--- src/rtl/hufd_pkg.sv ---
// ----------------------------------------------------------------------------
// Huffman tree bit decoder package
// Shared types, codes and default sizes for the decoder's controller,
// datapath and checker.
// ----------------------------------------------------------------------------
package hufd_pkg;

  localparam int NODE_COUNT_DEF   = 512;
  localparam int MAX_CODE_LEN_DEF = 32;

  typedef enum logic [1:0] {
    FUNC_CLEAR  = 2'd0,
    FUNC_INSERT = 2'd1,
    FUNC_DECODE = 2'd2
  } func_t;

  typedef enum logic [1:0] {
    STAT_OK      = 2'd0,
    STAT_MISSING = 2'd1,
    STAT_FULL    = 2'd2,
    STAT_BAD_LEN = 2'd3
  } stat_t;

  typedef enum logic [1:0] {
    RD_NODE   = 2'd0,
    RD_CURSOR = 2'd1,
    RD_LINK   = 2'd2
  } rd_sel_t;

  typedef struct packed {
    func_t       func;
    logic [31:0] code_bits;
    logic [5:0]  code_length;
    logic [7:0]  symbol_in;
    logic        coded_bit;
  } in_t;

  typedef struct packed {
    logic       symbol_valid;
    logic [7:0] symbol_out;
    stat_t      status;
  } out_t;

  typedef struct packed {
    logic    load;
    logic    clear;
    logic    bad_len;
    logic    ins_init;
    logic    ins_step;
    logic    ins_leaf;
    logic    dec_link;
    logic    dec_leaf;
    logic    out_load;
    rd_sel_t rd_sel;
  } ctl_cmd_t;

  typedef struct packed {
    func_t func;
    logic  len_bad;
    logic  link_zero;
    logic  store_full;
    logic  last_bit;
    logic  out_free;
  } ctl_stat_t;

endpackage

--- src/rtl/hufd_ctrl.sv ---
// ----------------------------------------------------------------------------
// Huffman tree bit decoder controller
// State machine that sequences clear, insert walks and decode steps and
// hands each result to the output register.
// ----------------------------------------------------------------------------
module hufd_ctrl (
  input  logic                clk,
  input  logic                rst,
  input  logic                in_valid,
  output logic                in_ready,
  input  hufd_pkg::ctl_stat_t stat,
  output hufd_pkg::ctl_cmd_t  cmd
);
  import hufd_pkg::*;

  typedef enum logic [2:0] {
    S_IDLE,
    S_START,
    S_I_LOOK,
    S_I_STEP,
    S_I_LEAF,
    S_D_LINK,
    S_D_LEAF,
    S_FINISH
  } state_t;

  state_t state;
  state_t state_next;

  always_comb begin
    cmd        = '0;
    cmd.rd_sel = RD_NODE;
    state_next = state;
    unique case (state)
      S_IDLE: begin
        if (in_valid) begin
          cmd.load   = 1'b1;
          state_next = S_START;
        end
      end
      S_START: begin
        cmd.rd_sel = RD_CURSOR;
        unique case (stat.func)
          FUNC_CLEAR: begin
            cmd.clear  = 1'b1;
            state_next = S_FINISH;
          end
          FUNC_INSERT: begin
            if (stat.len_bad) begin
              cmd.bad_len = 1'b1;
              state_next  = S_FINISH;
            end else begin
              cmd.ins_init = 1'b1;
              state_next   = S_I_LOOK;
            end
          end
          FUNC_DECODE: begin
            state_next = S_D_LINK;
          end
          default: begin
            state_next = S_FINISH;
          end
        endcase
      end
      S_I_LOOK: begin
        state_next = S_I_STEP;
      end
      S_I_STEP: begin
        cmd.ins_step = 1'b1;
        if (stat.link_zero && stat.store_full) begin
          state_next = S_FINISH;
        end else if (stat.last_bit) begin
          state_next = S_I_LEAF;
        end else begin
          state_next = S_I_LOOK;
        end
      end
      S_I_LEAF: begin
        cmd.ins_leaf = 1'b1;
        state_next   = S_FINISH;
      end
      S_D_LINK: begin
        cmd.dec_link = 1'b1;
        cmd.rd_sel   = RD_LINK;
        state_next   = stat.link_zero ? S_FINISH : S_D_LEAF;
      end
      S_D_LEAF: begin
        cmd.dec_leaf = 1'b1;
        state_next   = S_FINISH;
      end
      S_FINISH: begin
        if (stat.out_free) begin
          cmd.out_load = 1'b1;
          state_next   = S_IDLE;
        end
      end
      default: begin
        state_next = S_IDLE;
      end
    endcase
  end

  assign in_ready = (state == S_IDLE);

  always_ff @(posedge clk) begin
    if (rst) begin
      state <= S_IDLE;
    end else begin
      state <= state_next;
    end
  end

endmodule

--- config.mk ---
export PLATFORM = sky130hd
export DESIGN_NAME = hufd_ctrl
export DESIGN_NICKNAME = d
export VERILOG_FILES = /design/src/rtl/hufd_pkg.sv /design/src/rtl/hufd_ctrl.sv
export SDC_FILE = /design/constraint.sdc
export NUM_CORES = 1
export LEC_CHECK = 0
export ABC_AREA = 1
export BUFFER_PORTS_ARGS = -buffer_cell sky130_fd_sc_hd__buf_2
export CORE_AREA = 5 5 42 44
export DETAILED_ROUTE_END_ITERATION = 10
export DIE_AREA = 0 0 47 49
export GPL_ROUTABILITY_DRIVEN = 0
export SETUP_SLACK_MARGIN = 0.3
export SYNTH_ARGS = -nofsm -noshare
export SYNTH_HDL_FRONTEND = slang
export SYNTH_SLANG_ARGS = --single-unit
--- constraint.sdc ---
create_clock -name clk -period 1.2 [get_ports clk]
set_input_delay 0.06 -clock clk [delete_from_list [all_inputs] [get_ports clk]]
set_output_delay 0.06 -clock clk [all_outputs]
set_load 0.005 [all_outputs]
# Yosys cells after proc, flatten, opt, wreduce, memory -nomap -nowiden
# Index checks and enable logic that the tools add are counted.
[classes] n_eq_ne=11 mux=22 n_reduce_logical=5
[ops] cell="3-bit one-hot mux with 7 select lines" count=1
[ops] cell="3-bit two-way mux" count=6
[ops] cell="3-bit == test, second input constant" count=4
[ops] cell="1-bit two-way mux" count=12
[ops] cell="3-bit by 2-bit == test with 1-bit output, second input constant" count=2
[ops] cell="3-bit one-hot mux with 2 select lines" count=1
[ops] cell="2-bit != test, second input constant" count=2
[ops] cell="2-bit one-hot mux with 2 select lines" count=1
[ops] cell="3-bit by 1-bit == test with 1-bit output, second input constant" count=1
[ops] cell="3-bit logical NOT" count=1
[ops] cell="2-bit by 1-bit == test with 1-bit output, second input constant" count=1
[ops] cell="2-bit == test, second input constant" count=1
[ops] cell="2-bit logical NOT" count=1
[ops] cell="2-bit two-way mux" count=1
[ops] cell="2-bit AND reduction" count=1
[ops] cell="2-bit OR reduction" count=1
[ops] cell="1-bit logical AND" count=1
[word_totals] register_bits=3 input_bits=10 out_inout_bits=12 wordCells=39

# Depth between registers and ports, before layout
# Gate-level depths: netlist of run 1.
[depth] depth_word=3 depth_mapped=8

# Worst setup path after synthesis of run 1
# OpenSTA, ideal clock, no wires.
[synth_timing] path_type="register to register" from="register state[1]" to="register state[0]" setup_time_ns=0.117 arrival_time_ns=0.890 required_ns=1.083 setup_slack_ns=0.192 path_stages_with_launch=8 synth_period_minus_slack_ns=1.008 cell_sequence="dfxtp_1 > inv_2 > nand2_1 > nor2_4 > nand2_1 > nand2_1 > nor2_1 > a21oi_1"
[synth_between] elab_chain_len=3 word_cells_on_any_way=13 cone_classes="9 x eq/ne; 1 x mux; 3 x reduce/logical"
[synth_rtl] element="start: declaration" line="hufd_ctrl.sv:27" rtl="state_t state;"
[synth_rtl] element="start signal: assignment" line="hufd_ctrl.sv:109" rtl="state <= state_next;"
[synth_rtl] element="3-bit == test or 3-bit logical NOT (tied branches)" line="hufd_ctrl.sv:34" rtl="unique case (state)"
[synth_rtl] element="2-bit OR reduction (no source line) or 2-bit != test (tied branches)"
[synth_rtl] element="3-bit one-hot mux with 7 select lines or 2-bit AND reduction (tied branches)"
# Parallel ways exist; a longest one is shown, timed or not.
# A chain may end at the register's enable or synchronous reset.

==> metrics.yaml, run 1 <==
layout.nets: 118
start_kind: "flip-flop"
reg2regPathDepth: 7
synth_edf_count: 0
dp_hpwl_um: 763
crit_path_end: "cmd[10]"
grt_pass1_vias: 468
yosysUniqueCellTypes: 19
io_pins: 22
critPathKind: "reg -> out"
synth_area_sq_um: 387
drtPass1Iterations: 4
portBuffers: 21
ys_seq_area_frac: 0.155
rsz0062_at_grt: "true"
core_sq_um: 1400
holdWs_ns: 0.0685
max_freq_mhz: 853
largest_reg_flops: 3
post_drt_wl_per_cell_um: 10.4
worst_slew_pin_slew_ns: 0.232
worstPathArrival_ns: 1.11
peakVddDrop_mv: 0.725
cp_cell_sequence: "buf_6 -> nor4_4 -> buf_2"
drive_above_1_share: 0.621
cp_slowest_cell: "dfxtp_4"
clk_latency_ns: 0.24
grt_first_pass_wirelength_um: 1880
maxCapViolCount: 0
initial_core_util: 0.276
syn_to_final_growth_pct: 99.7
cts_root_buf: "clkbuf_4"
async_flop_share: 0
postRouteAntennaNets: 0
grt_usage: 0.111
leakage_nw: 0.436
synth_flop_cell: "dfxtp_1"
drt_iter0_markers: 5
syn_avg_cell_area_sq_um: 5.95
synthesis.nets: 79
timing.final.crit_share: 0.977
synthCells: 65
clockBufferDepth: 2
cts_tree: "done"
crit_required_ns: 1.14
startpoint: "state[2]$_SDFFE_PP0P_"
dieArea_sq_um: 2300
htree_levels: 1
synth_seq_cells: 3
reg_top3: "state (3)"
grt_overflow: 0
report.final.slew_viol_count: 0
placementRows: 14
vias: 519
power.density_nw_per_um2: 1530
regMostFlops: "state"
cp_max_fo: 4
skew_ns: 0.00316
die_w_um: 47
clk_pin_slew_worst_paths_ns: 0.04
chipHeight_um: 49
r2r_slack_ns: 0.10
worst_path_largest_cell_delay_ns: 0.35
relSlewSlack: 0.845
cts_hold_buf: 0
status: "finished, final reports clean"
drc: 0
diodes: 0
utilization: 0.551
ys_warn_count: 0
regToRegStartpoint: "state[2]$_SDFFE_PP0P_"
antenna_found_initial: 0
setup_violations: 0
min_period_ns: 1.17
hold_path.class: "in -> reg"
cts_sinks: 3
cts_made_buffers: 3
worstSetupEndpointType: "output pin"
vias_per_cell: 4.36
final-hold-violation-count: 0
r2r-end: "state[0]$_SDFFE_PP0P_"
wirelength_um: 1240
grt_max_degree: 7
[worst min path at each step]
stage	start	end	slack, ns	depth (start not counted)
after global placement	rst	state[1]$_SDFFE_PP0P_	0.32	4
after floorplan	stat[4]	cmd[7]	0.15	1
after detailed placement	rst	state[1]$_SDFFE_PP0P_	0.32	4
final	rst	state[2]$_SDFFE_PP0P_	0.07	4
after global routing	rst	state[2]$_SDFFE_PP0P_	0.07	4
after CTS	rst	state[2]$_SDFFE_PP0P_	0.06	4
[cell usage after synthesis (2+ instances only)]
cell	count	area [sq um]
nor3_1	3	15.0
nand3_1	2	10.0
nand4_1	3	18.8
dfxtp_1	3	60.1
nand2_2	2	12.5
nand2_1	16	60.1
nor2_1	6	22.5
ha_1	4	50.1
nor2_4	2	22.5
inv_1	15	56.3
[layout make-up]
class	instances	area (sq um)
Fill cell	154	629
Timing Repair Buffer	37	258
Sequential cell	3	71.3
Clock buffer	4	26.3
Inverter	16	62.6
Tap cell	16	20.0
Multi-Input combinational cell	43	334
[metrics by stage]
step,instance area [sq um],setup slack (ns),total power [mW],TNS [ns],cells
finish,772,0.0275,1.18,0,119
global route,772,-0.0275,1.27,-0.0857,119
CTS,673,0.0308,0.996,0,115
detailed placement,513,0.0654,0.592,0,101
global placement,513,0.0712,0.585,0,101
floorplan,399,0.243,0.480,0,65
[where the power goes]
part	internal, mW	leakage (nW)	switching (mW)
Clock	0.125	0.0150	0.0597
Combinational	0.413	0.394	0.380
Sequential	0.145	0.0267	0.0550
[routing by layer]
metal | global-route usage | vias up | wire length [um]
met1 | 0.118 | 232 | 531
met5 | 0 | - | 0
met2 | 0.186 | 13 | 610
met4 | 0.0553 | 0 | 20
li1 | - | 272 | -
met3 | 0.0369 | 2 | 72
[timing repair]
| item | in CTS | in global routing |
|---|---|---|
| pin swaps | 6 | 8 |
| setup buffers | 10 | 4 |
| endpoints found under the setup margin | 15 | 15 |
| gates resized for setup | 16 | 18 |
[worst max-delay path: cells and delay by family, from the launching register on]
family | cells | cell delay, ns
flip-flops | 1 | 0.35
buffers and inverters | 2 | 0.27
AND/OR/NAND/NOR | 1 | 0.26
[placed cells by master (no fill, tap or decap)]
master	Yosys	routed
a21oi_2	0	1
o21ai_2	0	1
buf_4	1	9
ha_1	4	4
buf_6	1	8
nor3_2	1	2
inv_1	15	13
inv_4	0	1
nor2_2	0	2
nand3_1	2	2
clkbuf_1	0	1
nand2_4	0	1
nand2_2	2	4
nor3_4	0	2
nor2_4	2	3
dfxtp_4	0	3
nand4_1	3	3
nand2_8	0	1
inv_2	1	2
buf_2	1	20
o21ai_0	1	1
clkbuf_4	0	3
nor2_1	6	3
nor4_4	0	1
nand2_1	16	12
[cell families (layout without fill, tap and decap cells)]
logic type / after synthesis / in the layout / synth area share
compound gates: 3 / 3 / 0.0388
fa+ha+maj: 4 / 4 / 0.129
simple gates: 36 / 36 / 0.460
buf+inv: 19 / 57 / 0.217
flops: 3 / 3 / 0.155
No activity file was read; power rests on OpenSTA's default activity.
==> run 2, diff against run 1 <==
CELL_PAD_IN_SITES_DETAIL_PLACEMENT = 0   (was unset)
CELL_PAD_IN_SITES_GLOBAL_PLACEMENT = 1   (was unset)
CORE_AREA = unset   (was 5 5 42 44)
CORE_MARGIN = 5   (was unset)
CORE_UTILIZATION = 26   (was unset)
DIE_AREA = unset   (was 0 0 47 49)
PLACE_DENSITY_LB_ADDON = 0.1   (was unset)
==> metrics.yaml, run 2 (same netlist as run 1, synthesis figures left out) <==
status: "finished, final reports clean"
setup_tns_ns: 0  # unchanged
relSlewSlack: 0.859  # +0.0141
dp_hpwl_um: 785  # +2.9%
final_common_cell: "buf_2"
crit_required_ns: 1.14  # about the same
worstSetupEndpointType: "output pin"
drive_above_1_share: 0.606  # -0.0153
die_w_um: 48.6  # +3.3%
hold_path.class: "in -> reg"
fin_area_sq_um: 699  # -9.4%
core_sq_um: 1450  # +3.7%
start_kind: "flip-flop"
skew_ns: 0.00514  # +0.00197 ns
grt_pass1_vias: 468  # unchanged
htree_levels: 1  # unchanged
grt_overflow: 0  # unchanged
diodes: 0  # unchanged
peakVddDrop_mv: 0.566  # -22%
fillers: 161  # +4.5%
seq_area_sq_um: 71.3  # unchanged
report.final.slew_viol_count: 0  # unchanged
drt_iter0_markers: 8  # +3
syn_to_final_growth_pct: 80.9
setup_violations: 0  # unchanged
cts_sinks: 3  # unchanged
layout.nets: 114  # -3.4%
maxCapViolCount: 0  # unchanged
vias_per_cell: 4.25  # -2.5%
chipHeight_um: 48.6  # -0.90%
cts_hold_buf: 0  # unchanged
cts_root_buf: "clkbuf_4"
layout_setup_ws_ns: 0.0366  # +0.00904 ns
grt_max_degree: 7  # unchanged
vias: 489  # -5.8%
critPathKind: "reg -> out"
largest_reg_flops: 3  # unchanged
dieArea_sq_um: 2360  # +2.4%
final_cell_mix: "21 x buf_2, 13 x inv_1, 11 x nand2_1"
max_freq_mhz: 860  # +0.78%
postRouteAntennaNets: 0  # unchanged
drc: 0  # unchanged
min_period_ns: 1.16  # -0.00904 ns
post_drt_wl_per_cell_um: 9.33  # -10%
regMostFlops: "state"
cts_made_buffers: 3  # unchanged
drtPass1Iterations: 5  # +1
portBuffers: 21  # unchanged
final-hold-violation-count: 0  # unchanged
cts_tree: "done"
worst_slew_pin_slew_ns: 0.210  # -0.0228 ns
power.density_nw_per_um2: 1500  # -1.8%
wirelength_um: 1070  # -13%
rsz0062_at_grt: "true"
worstPathArrival_ns: 1.10  # about the same
leakage_nw: 0.409  # -6.0%
clk_pin_slew_worst_paths_ns: 0.04  # about the same
grt_first_pass_wirelength_um: 1870  # -0.37%
reg_top3: "state (3)"
place_ws_ns: 0.0999  # +0.0345 ns
clk_latency_ns: 0.23  # about the same
timing.final.crit_share: 0.970  # -0.00753
r2r_slack_ns: 0.06  # -0.04 ns
multi_input_area_sq_um: 307  # -8.2%
clockBufferDepth: 2  # unchanged
placementRows: 14  # unchanged
grt_usage: 0.0972  # -0.0139
io_pins: 22  # unchanged
initial_core_util: 0.266  # -0.00997
dpl_cell_area_sq_um: 520  # +1.5%
cp_max_fo: 5  # +1
antenna_found_initial: 0  # unchanged
run 2: stage by stage:
| step | instances | hold slack [ns] | total power [mW] | util |
|---|---|---|---|---|
| after floorplan | 65 | 0.151 | 0.480 | - |
| after global placement | 102 | 0.325 | 0.610 | 0.358 |
| after detailed placement | 102 | 0.316 | 0.608 | 0.358 |
| after CTS | 111 | 0.0663 | 0.933 | 0.432 |
| after global routing | 115 | 0.104 | 1.16 | 0.481 |
| final | 115 | 0.0702 | 1.05 | 0.481 |
run 2: metal layers:
| layer | global-route usage | part of all wire | vias to the layer above |
|---|---|---|---|
| li1 | - | - | 267 |
| met1 | 0.121 | 0.45 | 206 |
| met2 | 0.141 | 0.48 | 16 |
| met3 | 0.0276 | 0.062 | 0 |
| met4 | 0.0673 | 0 | 0 |
| met5 | 0 | 0 | - |
run 2: critical path, stage by stage, from the launching register on:
cell     delay, ns
dfxtp_4       0.38
buf_4         0.13
nand2_4       0.07
nor3_2        0.16
buf_2         0.13
run 2: path summary, 6_finish.rpt:
path / start / end / cells past startpoint
worst min-delay path: rst / state[1]$_SDFFE_PP0P_ / 4
worst max register to register: state[1]$_SDFFE_PP0P_ / state[0]$_SDFFE_PP0P_ / 9
worst max-delay path: state[1]$_SDFFE_PP0P_ / cmd[2] / 4
worst min register to register: state[0]$_SDFFE_PP0P_ / state[1]$_SDFFE_PP0P_ / 5
run 2: where the power goes:
part           total, mW  internal, mW  switching, mW
registers          0.212         0.146         0.0661
clock network      0.176         0.125         0.0518
logic              0.660         0.350          0.310
total               1.05         0.621          0.428
run 2: final cells by class:
type	instances	share of cell area
Clock buffer	4	0.0376
Inverter	16	0.0930
Multi-Input combinational cell	43	0.438
Sequential cell	3	0.102
Tap cell	16	0.0286
Timing Repair Buffer	33	0.301
run 2: timing repair:
item,in CTS,in global routing
pin swaps,3,9
cloned,0,0
gates resized for setup,16,13
endpoints found under the setup margin,15,15
setup buffers,5,4
